File: src/design/lru_pkg.sv
// Package: shared types, constants and controller commands for the LRU cache
package lru_pkg;

    localparam int DEPTH_DEF = 16;
    localparam int KEY_W     = 32;
    localparam int HND_W     = 32;
    localparam int SZ_W      = 24;
    localparam int TOT_W     = 28;
    localparam int CNT_W     = 5;
    localparam int CFG_W     = 32;
    localparam int IDX_W     = 2;

    localparam logic [IDX_W-1:0] REG_COUNT_LIMIT = 2'd0;
    localparam logic [IDX_W-1:0] REG_SIZE_LIMIT  = 2'd1;
    localparam logic [IDX_W-1:0] REG_MIN_ENTRIES = 2'd2;

    localparam logic KIND_LOOKUP = 1'b0;
    localparam logic KIND_TRIM   = 1'b1;

    typedef struct packed {
        logic             kind;
        logic [KEY_W-1:0] key;
        logic             fill_found;
        logic [HND_W-1:0] fill_handle;
        logic [SZ_W-1:0]  fill_size;
    } t_in;

    typedef struct packed {
        logic             hit;
        logic             not_found;
        logic [HND_W-1:0] data_handle;
        logic             evicted;
        logic [KEY_W-1:0] evicted_key;
        logic             last;
        logic [CNT_W-1:0] entry_count;
        logic [TOT_W-1:0] total_size;
    } t_out;

    // controller -> datapath
    typedef struct packed {
        logic load;      // capture input item, reset search pointer
        logic search;    // examine one recency position
        logic hit_move;  // move matched position to front, emit hit
        logic miss_nf;   // emit not_found
        logic fill;      // insert fill (evicting oldest if full)
        logic trim_ev;   // evict oldest, emit
        logic trim_none; // emit nothing-to-trim result
        logic last;      // mark emitted result as last
    } t_cmd;

    // datapath -> controller
    typedef struct packed {
        logic match;       // current search position matches
        logic search_done; // pointer reached held count or a match was found
        logic trim_need;   // trim condition holds now
        logic trim_more;   // trim condition still holds after evicting the oldest
        logic kind;        // kind of the captured item
        logic fill_found;  // backing store holds the captured key
    } t_sts;

endpackage

File: src/design/lru_ctrl.sv
// Controller: sequences lookup search, fill, and trim evictions
module lru_ctrl #(
    parameter int DEPTH = lru_pkg::DEPTH_DEF
) (
    input  logic          i_clk,
    input  logic          i_rst_n,
    input  logic          i_in_valid,
    output logic          o_in_stall,
    input  logic          i_out_busy,
    input  lru_pkg::t_sts i_sts,
    output lru_pkg::t_cmd o_cmd
);
    typedef enum logic [3:0] {
        S_IDLE   = 4'b0001,
        S_SEARCH = 4'b0010,
        S_TRIM   = 4'b0100,
        S_WAIT   = 4'b1000
    } t_state;

    localparam int NW = $clog2(DEPTH + 1);

    t_state        r_state, n_state;
    logic [NW-1:0] r_n, n_n;

    always_comb begin
        n_state = r_state;
        n_n = r_n;
        o_cmd = '0;
        o_in_stall = 1'b1;
        case (r_state)
            S_IDLE: begin
                o_in_stall = 1'b0;
                if (i_in_valid) begin
                    o_cmd.load = 1'b1;
                    n_n = '0;
                    n_state = S_WAIT;
                end
            end
            S_WAIT: begin
                // captured item settles the status before searching or trimming
                n_state = (i_sts.kind == lru_pkg::KIND_TRIM) ? S_TRIM : S_SEARCH;
            end
            S_SEARCH: begin
                if (!i_out_busy) begin
                    if (i_sts.search_done) begin
                        o_cmd.last = 1'b1;
                        if (i_sts.match) o_cmd.hit_move = 1'b1;
                        else if (!i_sts.fill_found) o_cmd.miss_nf = 1'b1;
                        else o_cmd.fill = 1'b1;
                        n_state = S_IDLE;
                    end else begin
                        o_cmd.search = 1'b1;
                    end
                end
            end
            S_TRIM: begin
                if (!i_out_busy) begin
                    if (!i_sts.trim_need) begin
                        o_cmd.trim_none = 1'b1;
                        o_cmd.last = 1'b1;
                        n_state = S_IDLE;
                    end else begin
                        o_cmd.trim_ev = 1'b1;
                        // last flag is known before the eviction is registered
                        if (!i_sts.trim_more || r_n == NW'(DEPTH - 1)) begin
                            o_cmd.last = 1'b1;
                            n_state = S_IDLE;
                        end else begin
                            n_n = r_n + NW'(1);
                        end
                    end
                end
            end
            default: n_state = S_IDLE;
        endcase
    end

    always_ff @(posedge i_clk) begin
        if (!i_rst_n) begin
            r_state <= S_IDLE;
            r_n <= '0;
        end else begin
            r_state <= n_state;
            r_n <= n_n;
        end
    end
endmodule

File: src/design/lru_dp.sv
// Datapath: entry storage, recency order, totals and result register
module lru_dp #(
    parameter int DEPTH = lru_pkg::DEPTH_DEF
) (
    input  logic                      i_clk,
    input  logic                      i_rst_n,
    input  lru_pkg::t_in              i_in,
    input  lru_pkg::t_cmd             i_cmd,
    input  logic                      i_cfg_we,
    input  logic [lru_pkg::IDX_W-1:0] i_cfg_idx,
    input  logic [lru_pkg::CFG_W-1:0] i_cfg_data,
    input  logic                      i_out_stall,
    output logic                      o_out_valid,
    output lru_pkg::t_out             o_out,
    output logic                      o_out_busy,
    output lru_pkg::t_sts             o_sts
);
    localparam int SW = $clog2(DEPTH);
    localparam int NW = $clog2(DEPTH + 1);
    localparam logic [lru_pkg::TOT_W-1:0] SAT = '1;

    logic [lru_pkg::KEY_W-1:0] r_keys [DEPTH];
    logic [lru_pkg::HND_W-1:0] r_hnds [DEPTH];
    logic [lru_pkg::SZ_W-1:0]  r_szs  [DEPTH];
    logic [SW-1:0]             r_ord  [DEPTH];
    logic [NW-1:0]             r_cnt;
    logic [lru_pkg::TOT_W-1:0] r_tot;
    logic [lru_pkg::CNT_W-1:0] r_cnt_lim, r_min;
    logic [lru_pkg::CFG_W-1:0] r_sz_lim;
    lru_pkg::t_in              r_item;
    logic [NW-1:0]             r_ptr;
    logic                      r_match;
    logic [SW-1:0]             r_mpos;
    logic                      r_vld;
    lru_pkg::t_out             r_out;
    lru_pkg::t_out             n_out;

    logic [SW-1:0]             ptr_s, old_pos, ins_pos, mv_pos, mv_slot;
    logic [SW-1:0]             old_slot;
    logic [lru_pkg::TOT_W-1:0] tot_sub, tot_base, tot_fill;
    logic [lru_pkg::TOT_W:0]   tot_add;
    logic [NW-1:0]             cnt_base, cnt_m1;
    logic                      full, cnt_ok, sz_ok, do_mv, emit;
    logic                      cnt_ok_m1, sz_ok_m1;
    logic [6:0]                cnt_ext, min_ext, lim_ext, cnt_m1_ext;

    assign ptr_s    = r_ptr[SW-1:0];
    assign old_pos  = SW'(r_cnt - NW'(1));
    assign old_slot = r_ord[old_pos];
    assign full     = (r_cnt == NW'(DEPTH));
    assign tot_sub  = (r_tot >= lru_pkg::TOT_W'(r_szs[old_slot]))
                    ? r_tot - lru_pkg::TOT_W'(r_szs[old_slot]) : '0;

    assign cnt_ext = 7'(r_cnt);
    assign min_ext = 7'(r_min);
    assign lim_ext = 7'(r_cnt_lim);
    assign cnt_ok  = (r_cnt_lim == '0) || (cnt_ext < lim_ext);
    assign sz_ok   = (r_sz_lim == '0) || (32'(r_tot) < r_sz_lim);

    // trim condition as it will stand once the oldest entry is gone
    assign cnt_m1     = r_cnt - NW'(1);
    assign cnt_m1_ext = 7'(cnt_m1);
    assign cnt_ok_m1  = (r_cnt_lim == '0) || (cnt_m1_ext < lim_ext);
    assign sz_ok_m1   = (r_sz_lim == '0) || (32'(tot_sub) < r_sz_lim);

    assign o_sts.trim_need   = (cnt_ext > min_ext) && (r_cnt != '0) && !(cnt_ok && sz_ok);
    assign o_sts.trim_more   = (cnt_m1_ext > min_ext) && (cnt_m1 != '0)
                             && !(cnt_ok_m1 && sz_ok_m1);
    assign o_sts.match       = r_match;
    assign o_sts.search_done = (r_ptr == r_cnt) || r_match;
    assign o_sts.kind        = r_item.kind;
    assign o_sts.fill_found  = r_item.fill_found;

    assign o_out_busy  = r_vld && i_out_stall;
    assign o_out_valid = r_vld;
    assign o_out       = r_out;

    // fill base: after optional eviction of the oldest
    assign cnt_base = full ? r_cnt - NW'(1) : r_cnt;
    assign tot_base = full ? tot_sub : r_tot;
    assign tot_add  = {1'b0, tot_base} + (lru_pkg::TOT_W+1)'(r_item.fill_size);
    assign tot_fill = tot_add[lru_pkg::TOT_W] ? SAT : tot_add[lru_pkg::TOT_W-1:0];
    assign ins_pos  = SW'(cnt_base);
    assign do_mv    = i_cmd.hit_move || i_cmd.fill;
    assign mv_pos   = i_cmd.hit_move ? r_mpos : ins_pos;
    assign mv_slot  = r_ord[mv_pos];
    assign emit     = i_cmd.hit_move || i_cmd.fill || i_cmd.miss_nf || i_cmd.trim_ev
                    || i_cmd.trim_none;

    always_comb begin
        n_out = '0;
        n_out.last = i_cmd.last;
        n_out.entry_count = lru_pkg::CNT_W'(r_cnt);
        n_out.total_size = r_tot;
        if (i_cmd.hit_move) begin
            n_out.hit = 1'b1;
            n_out.data_handle = r_hnds[r_ord[r_mpos]];
        end
        if (i_cmd.miss_nf) n_out.not_found = 1'b1;
        if (i_cmd.fill) begin
            n_out.data_handle = r_item.fill_handle;
            n_out.evicted = full;
            n_out.evicted_key = full ? r_keys[old_slot] : '0;
            n_out.entry_count = lru_pkg::CNT_W'(cnt_base + NW'(1));
            n_out.total_size = tot_fill;
        end
        if (i_cmd.trim_ev) begin
            n_out.evicted = 1'b1;
            n_out.evicted_key = r_keys[old_slot];
            n_out.entry_count = lru_pkg::CNT_W'(cnt_m1);
            n_out.total_size = tot_sub;
        end
    end

    always_ff @(posedge i_clk) begin
        if (!i_rst_n) begin
            r_cnt <= '0; r_tot <= '0; r_vld <= 1'b0;
            r_cnt_lim <= '0; r_sz_lim <= '0; r_min <= '0;
            for (int i = 0; i < DEPTH; i++) r_ord[i] <= SW'(i);
        end else begin
            if (i_cfg_we) begin
                case (i_cfg_idx)
                    lru_pkg::REG_COUNT_LIMIT: r_cnt_lim <= i_cfg_data[lru_pkg::CNT_W-1:0];
                    lru_pkg::REG_SIZE_LIMIT:  r_sz_lim  <= i_cfg_data;
                    lru_pkg::REG_MIN_ENTRIES: r_min     <= i_cfg_data[lru_pkg::CNT_W-1:0];
                    default: ;
                endcase
            end
            if (emit) begin
                r_vld <= 1'b1;
                r_out <= n_out;
            end else if (r_vld && !i_out_stall) begin
                r_vld <= 1'b0;
            end
            if (i_cmd.load) begin
                r_item <= i_in; r_ptr <= '0; r_match <= 1'b0;
            end
            if (i_cmd.search) begin
                if (r_keys[r_ord[ptr_s]] == r_item.key) begin
                    r_match <= 1'b1; r_mpos <= ptr_s;
                end else begin
                    r_ptr <= r_ptr + NW'(1);
                end
            end
            if (do_mv) begin
                for (int i = 1; i < DEPTH; i++)
                    if (SW'(i) <= mv_pos) r_ord[i] <= r_ord[i-1];
                r_ord[0] <= mv_slot;
            end
            if (i_cmd.fill) begin
                r_keys[mv_slot] <= r_item.key;
                r_hnds[mv_slot] <= r_item.fill_handle;
                r_szs[mv_slot]  <= r_item.fill_size;
                r_cnt <= cnt_base + NW'(1);
                r_tot <= tot_fill;
            end else if (i_cmd.trim_ev) begin
                r_cnt <= cnt_m1;
                r_tot <= tot_sub;
            end
        end
    end
endmodule

File: src/design/lru_cache_size_limited_core.sv
// Top level: size-limited LRU cache core
//
// Input channel (i_in_valid / o_in_stall, payload i_in): one transfer is one
// lookup or one trim item. Output channel (o_out_valid / i_out_stall, payload
// o_out): one transfer per result. A lookup gives one result; a trim gives
// one result per evicted entry (or one empty result), the final one with last.
// A lookup passes a wait state, then a sequential tag search over the
// recency order. A trim gives its first result after the wait state,
// then one per cycle while the receiver does not stall.
// One item is worked on at a time; the next is taken in the cycle after the
// current item's last result is registered.
// A stalled receiver holds the result register and freezes the sequencer;
// the last flag of each trim result is settled before it is registered.
// Configuration: i_cfg_we writes register i_cfg_idx with i_cfg_data at the
// edge. The user must write only while idle; the block does not enforce it.
// Reset (synchronous, i_rst_n low): empty cache, identity recency order,
// zero totals and limits. Entry storage is not cleared.
module lru_cache_size_limited_core #(
    parameter int DEPTH = lru_pkg::DEPTH_DEF
) (
    input  logic                      i_clk,
    input  logic                      i_rst_n,
    input  logic                      i_in_valid,
    output logic                      o_in_stall,
    input  lru_pkg::t_in              i_in,
    output logic                      o_out_valid,
    input  logic                      i_out_stall,
    output lru_pkg::t_out             o_out,
    input  logic                      i_cfg_we,
    input  logic [lru_pkg::IDX_W-1:0] i_cfg_idx,
    input  logic [lru_pkg::CFG_W-1:0] i_cfg_data
);
    lru_pkg::t_cmd cmd;
    lru_pkg::t_sts sts;
    logic          busy;

    lru_ctrl #(.DEPTH(DEPTH)) u_ctrl (
        .i_clk, .i_rst_n, .i_in_valid, .o_in_stall,
        .i_out_busy(busy), .i_sts(sts), .o_cmd(cmd)
    );

    lru_dp #(.DEPTH(DEPTH)) u_dp (
        .i_clk, .i_rst_n, .i_in, .i_cmd(cmd),
        .i_cfg_we, .i_cfg_idx, .i_cfg_data,
        .i_out_stall, .o_out_valid, .o_out, .o_out_busy(busy), .o_sts(sts)
    );
endmodule
File: config.mk
export PLATFORM = sky130hd
export DESIGN_NAME = lru_cache_size_limited_core
export DESIGN_NICKNAME = d
export VERILOG_FILES = /design/src/design/lru_pkg.sv /design/src/design/lru_ctrl.sv /design/src/design/lru_dp.sv /design/src/design/lru_cache_size_limited_core.sv
export SDC_FILE = /design/constraint.sdc
export NUM_CORES = 2
export LEC_CHECK = 0
export BUFFER_PORTS_ARGS = -buffer_cell sky130_fd_sc_hd__clkbuf_2
export CORE_MARGIN = 2
export CORE_UTILIZATION = 57
export CTS_BUF_LIST = sky130_fd_sc_hd__clkbuf_8
export DETAILED_ROUTE_END_ITERATION = 6
export PLACE_DENSITY = 0.74
export SLEW_MARGIN = 20
export SYNTH_ARGS = -nofsm -noshare
export SYNTH_HDL_FRONTEND = slang
export SYNTH_SLANG_ARGS = --single-unit
File: constraint.sdc
create_clock -name i_clk -period 11.6 [get_ports i_clk]
set_clock_uncertainty 0.2 [all_clocks]
set_input_delay 1.16 -clock i_clk [delete_from_list [all_inputs] [get_ports i_clk]]
set_output_delay 1.16 -clock i_clk [all_outputs]
set_load 0.02 [all_outputs]
### After elaboration in Yosys (flattened, before gate mapping)

Memories as Yosys holds them, arrays and structs flattened. A register that Yosys moved wholly into a read port is not among the register bits.
Index checks and enable logic that the tools add are counted.

| word-level totals | value |
|---|---|
| flip-flop bits (word level) | 286 |
| memories | 4 |
| input bits | 129 |
| logic and storage cells | 270 |
| RAM bits | 1,472 |

| operators by class | value |
|---|---|
| bitwise operators | 16 |
| $add $sub $neg | 6 |
| reductions and logical operators | 38 |
| magnitude comparators | 22 |
| equality and inequality tests | 17 |
| muxes and demuxes | 143 |

Memories:

| memory | depth | bits a word | read ports | clocked after memory_dff | write ports | RTL line | text |
|---|---|---|---|---|---|---|---|
| u_dp.r_hnds | 16 | 32 | 1 | 0 | 1 | lru_dp.sv:23 | `logic [lru_pkg::HND_W-1:0] r_hnds [DEPTH];` |
| u_dp.r_keys | 16 | 32 | 2 | 0 | 1 | lru_dp.sv:22 | `logic [lru_pkg::KEY_W-1:0] r_keys [DEPTH];` |
| u_dp.r_szs | 16 | 24 | 1 | 0 | 1 | lru_dp.sv:24 | `logic [lru_pkg::SZ_W-1:0] r_szs [DEPTH];` |
| u_dp.r_ord | 16 | 4 | 19 | 2 | 16 | lru_dp.sv:25 | `logic [SW-1:0] r_ord [DEPTH];` |

Operators with widths:

| operator | number |
|---|---|
| two-way mux 28 bit | 5 |
| two-way mux 4 bit | 27 |
| two-way mux 32 bit | 3 |
| two-way mux 1 bit | 87 |
| two-way mux 33 bit | 2 |
| two-way mux 65 bit | 1 |
| < comparator 28 x 32 -> 1 bit | 2 |
| two-way mux 5 bit | 10 |
| equality test 32 bit | 1 |
| less-or-equal comparator 4 bit, first input constant | 8 |
| logical NOT 32 bit | 1 |
| adder 28 x 24 -> 29 bit | 1 |
| >= comparator 28 x 24 -> 1 bit | 1 |
| subtractor 28 x 24 -> 28 bit | 1 |
| less-or-equal comparator 3 x 4 -> 1 bit, first input constant | 4 |
| OR 1 bit | 16 |
| case mux 4 bit (4 select lines) | 1 |
| adder 5 x 1 -> 5 bit, second input constant | 3 |
| > comparator 5 bit | 2 |
| logical OR 1 bit | 10 |
| < comparator 5 bit | 2 |
| != test 2 bit, second input constant | 5 |
| case mux 5 bit (2 select lines) | 1 |
| AND reduction 2 bit | 5 |
| other kinds (25) | 43 |

### Longest topological paths before layout

An unclocked memory read counts as a cell.

| depth | value |
|---|---|
| depth after elaboration | 19 |
| gate-level depth with buffers | 45 |

### Hierarchy

Synthesis repeated with hierarchy kept, for this count alone.

| second synthesis, totals | value |
|---|---|
| cell total of the unflattened synthesis | 5,832 |
| area total of the unflattened synthesis | 81,343.0 um^2 |

By module, submodules not included:

| module | instances | area an instance (um^2) | cells an instance |
|---|---|---|---|
| lru_dp | 1 | 80,744.9 | 5,762 |
| lru_ctrl | 1 | 598.1 | 70 |

### Least setup slack after synthesis

No wires, ideal clock.

| timing | value |
|---|---|
| path type | register to register |
| start | register u_dp.r_cnt[0] |
| end | register u_dp.r_out, in the netlist u_dp.o_out[4], data pin |
| required time | 11.248 ns |
| arrival | 10.187 ns |
| setup slack | 1.060 ns |
| path buffers | 11 |
| clock period less this slack | 10.540 ns |
| stages on the path, launching flop included | 45 |
| cell sequence | dfxtp_1 -> clkbuf_1 -> buf_1 -> clkbuf_1 -> inv_1 -> ha_1 -> clkbuf_1 -> xnor2_1 -> mux4_2 -> clkbuf_1 -> clkbuf_1 -> buf_1 -> mux2i_1 -> a211oi_1 -> a211oi_1 -> a21oi_1 -> ha_1 -> fa_1 -> [9 not listed] -> o31ai_1 -> ha_1 -> inv_1 -> fa_1 -> nor2b_1 -> o21ai_0 -> a21boi_0 -> o21ai_0 -> a21oi_1 -> o21ai_0 -> a21oi_1 -> a311oi_1 -> a21o_1 -> a211oi_1 -> clkbuf_1 -> buf_2 -> nor2_1 -> o21ai_0 |

RTL lines:

| what | RTL line | text |
|---|---|---|
| from (decl) | lru_dp.sv:26 | `logic [NW-1:0] r_cnt;` |
| from (signal assigned) | lru_dp.sv:154 | `r_cnt <= cnt_base + NW'(1);` |
| from (signal assigned) | lru_dp.sv:157 | `r_cnt <= cnt_m1;` |
| to (signal assigned) | lru_dp.sv:131 | `r_out <= n_out;` |
| to (decl) | lru_dp.sv:35 | `lru_pkg::t_out r_out;` |

### Worst setup path in the final report

| timing | value |
|---|---|
| start | register u_dp.r_cnt[0] |
| end | register u_dp.r_tot[21] in the netlist's numbering |

| on the way | value |
|---|---|
| longest elaborated chain between the ends | 9 |
| elaborated cells between the ends (all ways) | 29 |

RTL lines:

| what | RTL line | text |
|---|---|---|
| subtractor 5 x 1 -> 5 bit / < comparator 5 bit (equally long branches) | - |  |
| memory (16 x 4 bit) / logical OR 1 bit (equally long branches) | - |  |
| memory (16 x 24 bit) / logical AND 1 bit (equally long branches) | - |  |
| subtractor 28 x 24 -> 28 bit (tied with other cells) | lru_dp.sv:52 | `? r_tot - lru_pkg::TOT_W'(r_szs[old_slot]) : '0;` |
| two-way mux 28 bit / logical AND 1 bit (equally long branches) | lru_dp.sv:52, lru_dp.sv:66 |  |
| two-way mux 28 bit / two-way mux 1 bit (equally long branches) | lru_dp.sv:80, lru_ctrl.sv:58 |  |
| adder 28 x 24 -> 29 bit / two-way mux 3 bit (equally long branches) | lru_dp.sv:81, lru_ctrl.sv:57 |  |
| two-way mux 28 bit / two-way mux 2 bit (equally long branches) | lru_dp.sv:82, lru_ctrl.sv:30 |  |
| two-way mux 28 bit / nonzero test 2 bit (equally long branches) | - |  |
| to (signal assigned) | lru_dp.sv:155 | `r_tot <= tot_fill;` |
| to (signal assigned) | lru_dp.sv:158 | `r_tot <= tot_sub;` |
| to (decl) | lru_dp.sv:27 | `logic [lru_pkg::TOT_W-1:0] r_tot;` |

Parallel ways exist; a longest one is shown, timed or not. The select of a mux whose other input is x is not followed.
A chain may end at the register's enable or synchronous reset.

==> summary.txt <==
CTS
  • Clock latency of the later-clocked register in the worst-skew pair: 1030 ps
  • Clock root buffer master: clkbuf_8
  • Post-CTS setup buffers: 0
  • TritonCTS clock tree: done
  • Clock edge transition at the registers on the reported setup and hold paths: 60 ps
  • Number of buffers created by CTS: 300
  • Number of buffers on the longest clock path: 4
  • Hold buffer count at CTS: 0
  • CTS HTree Levels: 5
  • CTS-repair resized insts: 0
  • CTS Sinks: 1766

Synthesis
  • Avg Synthesized Cell Area: 14.2 sq um
  • Cell taking the most area after synthesis: edfxtp_1
  • Post-synth ARST share: 0%
  • Number of enable flip-flop cells after synthesis: 1649
  • Yosys top cell area share: 61.6%
  • Dominant register cell in the synthesized netlist: edfxtp_1
  • Ranking of synthesized cells by area: edfxtp_1 (62%), mux4_2 (5.5%), mux2i_1 (5.4%)
  • Number of warning messages in the yosys log: 0
  • Register area share after synthesis: 64.6%
  • Number of nets in the synthesized netlist: 5919
  • Top post-synthesis cells by count: edfxtp_1 (1649), a211oi_1 (444), mux2i_1 (436), nand2_1 (410), a21oi_1 (299)
  • Most frequently used cell type in the post-synthesis netlist: edfxtp_1
  • Instance count of the mapped netlist: 5664
  • Cell variety after synth: 92
  • Post-synth design cell area: 0.0803 sq mm
  • Number of register bits inferred by synthesis: 1766

Flow run
  • Total of max-cap violations: 0

Worst hold path
  • Number of cells traversed by the worst hold path: 1
  • Worst min-delay path startpoint: i_in[82]
  • Terminating pin of the worst hold path: u_dp.r_item[82]$_DFFE_PP_
  • Classification of the worst-slack hold path: in -> reg

Die
  • Die area: 0.144 sq mm
  • Horiz. Die Dim: around 380 um
  • Initial core utilization: 57.5%
  • Overall die height: 379 um
  • Core region area: about 0.14 sq mm
  • Total I/O pin count: 232
  • Standard-cell rows: 137

Layout
  • Post-layout instance area: between 0.08 and 0.09 sq mm
  • Count of placed standard cells in the final layout, fillers left out: 8010
  • Post-route core utilization: a little under two thirds
  • Share of layout cells above drive strength 1: 16.2%
  • Filler instances: 10112
  • Area growth from synthesis to layout: 10.3%
  • Count of nets after finishing: between 6000 and 7000

Critical path
  • Critical-path cell with the highest stage delay: mux4_4
  • CP max FO: 80
  • Required @ worst endpoint: 12330 ps
  • Crit. End Element: flip-flop
  • RR Endpoint: u_dp.r_tot[21]$_SDFFE_PN0P_
  • Largest incremental delay on the critical path: 1020 ps
  • Data arrival time of the worst path: 11470 ps
  • Worst reg-to-reg setup slack: 860 ps
  • Origin of the critical flop-to-flop path: u_dp.r_cnt[0]$_SDFFE_PN0P_
  • Worst r2r path cells: 33
  • Launching element type of the critical path: flip-flop
  • Worst Setup Path Type: reg -> reg

Timing
  • Slack of the critical path: 858 ps
  • Setup TNS: 0 ps
  • Fin. Hold Viols: 0
  • Max Clock Freq: 93.1 MHz
  • Period minus WS final: 10740 ps
  • Max_slew headroom: around 22%
  • Count of endpoints failing setup in the final report: 0
  • Unrepaired setup endpoints after global routing: no
  • Pins over their slew limit: 0
  • Worst hold slack: roughly 100 ps
  • Period utilization: 92.6%
  • Slew at the pin closest to its max-slew limit: between 1000 and 1500 ps

Pwr
  • Power consumption: 12.9 mW
  • Net switching power of the design: 3.03 mW
  • Worst voltage drop across the vdd grid: 0.132 mV
  • Clock network fraction of design power: 39.1%
  • Int Power: 9.90 mW
  • Cell area power density: 146 mW/mm^2
  • Leakage: 32.0 nW
  • Switching power share of the total: 23.5%
  • Combinational share of power: between 6 and 7%
  • Sequential Power Share: 54.7%

Placed design
  • Post-Place Worst Slack: 861 ps
  • Number of placed instances, taps included: 7506
  • PortBufs: around 230
  • Final weighted congestion of routability-driven global placement: between 0.9 and 1
  • Cell area after placement: 0.0833 sq mm
  • Detailed placer's ending HPWL: 120000 um

Drt
  • Routed wire length: 213000 um
  • DR WL/cell: 26.5 um
  • Post-detailed-route via-to-cell ratio: 6.42
  • Final antenna-violating net count: 0
  • DRT iter0 DRCs: 5875
  • Detailed-route DRC error count: 1
  • First-pass DRT Iterations: 7
  • Via count: 51400

GRT
  • Wire length of the first global-routing pass: roughly 310000 um
  • Number of antenna violations at the first check in global routing: 8
  • Global route overflow: 0
  • Total Routing Usage GR: 29.4%
  • Vias in the first global route: 50467
  • Largest net degree at the start of global routing: between 200 and 250

Status
  • Run status: complete, but fails checks
  • Violated checks: DRC
worst max-delay path by stage:
stage	to	slack, ps	depth (start not counted)	start
floorplan	u_dp.o_out[4]$_DFFE_PP_	1060	44	u_dp.r_cnt[0]$_SDFFE_PN0P_
global placement	u_dp.r_tot[21]$_SDFFE_PN0P_	1140	35	u_dp.r_cnt[1]$_SDFFE_PN0P_
detailed placement	u_dp.r_tot[21]$_SDFFE_PN0P_	860	35	u_dp.r_cnt[1]$_SDFFE_PN0P_
CTS	u_dp.r_tot[21]$_SDFFE_PN0P_	790	35	u_dp.r_cnt[1]$_SDFFE_PN0P_
global route	u_dp.r_tot[21]$_SDFFE_PN0P_	50	33	u_dp.r_cnt[0]$_SDFFE_PN0P_
finish	u_dp.r_tot[21]$_SDFFE_PN0P_	860	33	u_dp.r_cnt[0]$_SDFFE_PN0P_
worst max-delay path, delay by kind of cell (launching register included):
family	cells	cell delay, ps
DFF	1	330
adders and majority gates	3	980
AOI/OAI and AO/OA	17	4460
and+or+nand+nor	7	1390
buffers and inverters	4	1570
muxes	1	1020
xor gates and xnor gates	1	660
power groups by stage:
stage	Combinational (mW)	Clock (mW)	Sequential [mW]
after floorplan	0.553	0	7.16
after global placement	0.776	0	7.20
after detailed placement	0.787	0	7.20
after CTS	0.792	5.12	7.07
after global routing	0.851	5.39	7.08
final	0.802	5.06	7.07
layout by cell type, fill, tap and decap left out, types with 21 or more instances in the layout:
| master | synthesis | final |
|---|---|---|
| mux2i_1 | 436 | 436 |
| clkinv_2 | 0 | 21 |
| a21oi_1 | 299 | 295 |
| and2_1 | 46 | 45 |
| a32oi_1 | 31 | 31 |
| a211oi_1 | 444 | 443 |
| clkbuf_2 | 0 | 231 |
| o22ai_1 | 24 | 24 |
| a31oi_1 | 36 | 36 |
| mux2_2 | 51 | 51 |
| a21o_1 | 79 | 79 |
| inv_1 | 99 | 185 |
| o21ai_0 | 183 | 183 |
| a22oi_1 | 27 | 27 |
| a22o_1 | 35 | 35 |
| nand3_1 | 92 | 92 |
| nor2_1 | 241 | 222 |
| buf_4 | 16 | 88 |
| nand2_1 | 410 | 409 |
| clkbuf_8 | 0 | 315 |
| ha_1 | 124 | 123 |
| clkinv_1 | 1 | 59 |
| dfxtp_1 | 117 | 117 |
| nand2b_1 | 24 | 24 |
| mux4_2 | 197 | 190 |
| and3_1 | 23 | 23 |
| nand4_1 | 37 | 37 |
| edfxtp_1 | 1649 | 1649 |
| xor2_1 | 45 | 45 |
| xnor2_1 | 49 | 49 |
| nor2b_1 | 247 | 247 |
| nor3_1 | 33 | 33 |
area by class of cell:
class / instances / area, sq um / area share (%)
flip-flops and latches: 1766 / 51900 / 58.5
multi-input cells: 3434 / 26700 / 30.1
clock buffers: 315 / 4340 / 4.89
well taps: 1876 / 2350 / 2.65
repair buffers: 332 / 2070 / 2.33
clock inverters: 181 / 917 / 1.03
inverters: 100 / 375 / 0.424
diodes: 6 / 15.0 / 0.0169
routing by layer:
metal	up-vias	routed length (um)	track usage [%]
met1	25507	82700	39.3
met2	2725	102000	47.5
li1	22674	-	-
met4	0	7400	11.6
met5	-	0	0
met3	494	20100	5.91
sequential cells by signal (all words and copies together) (netlist names), 2 cells and up, named ones only:
register and cells:
u_ctrl.r_state 4, u_dp.r_ord 64, u_dp.r_ptr 5, u_dp.r_cnt 5, u_dp.o_out 101, u_dp.o_sts 2, u_dp.r_tot 28, u_dp.r_cnt_lim 5
u_dp.r_item 88, u_dp.r_szs 384, u_dp.r_sz_lim 32, u_ctrl.r_n 5, u_dp.r_mpos 4, u_dp.r_hnds 512, u_dp.r_keys 512, u_dp.r_min 5
cells by family (layout without fill, tap and decap cells):
| kind of cell | count (synthesis) | after routing | share of synthesized area (%) |
|---|---|---|---|
| AOI/OAI and AO/OA | 1284 | 1284 | 10.6 |
| xor gates and xnor gates | 94 | 94 | 1.02 |
| adders and majority gates | 126 | 126 | 1.98 |
| buffers and inverters | 464 | 928 | 2.47 |
| DFF | 1766 | 1766 | 64.6 |
| muxes | 692 | 692 | 11.8 |
| other | 0 | 6 | 0 |
| and+or+nand+nor | 1238 | 1238 | 7.53 |
No activity file was read; power rests on OpenSTA's default activity.
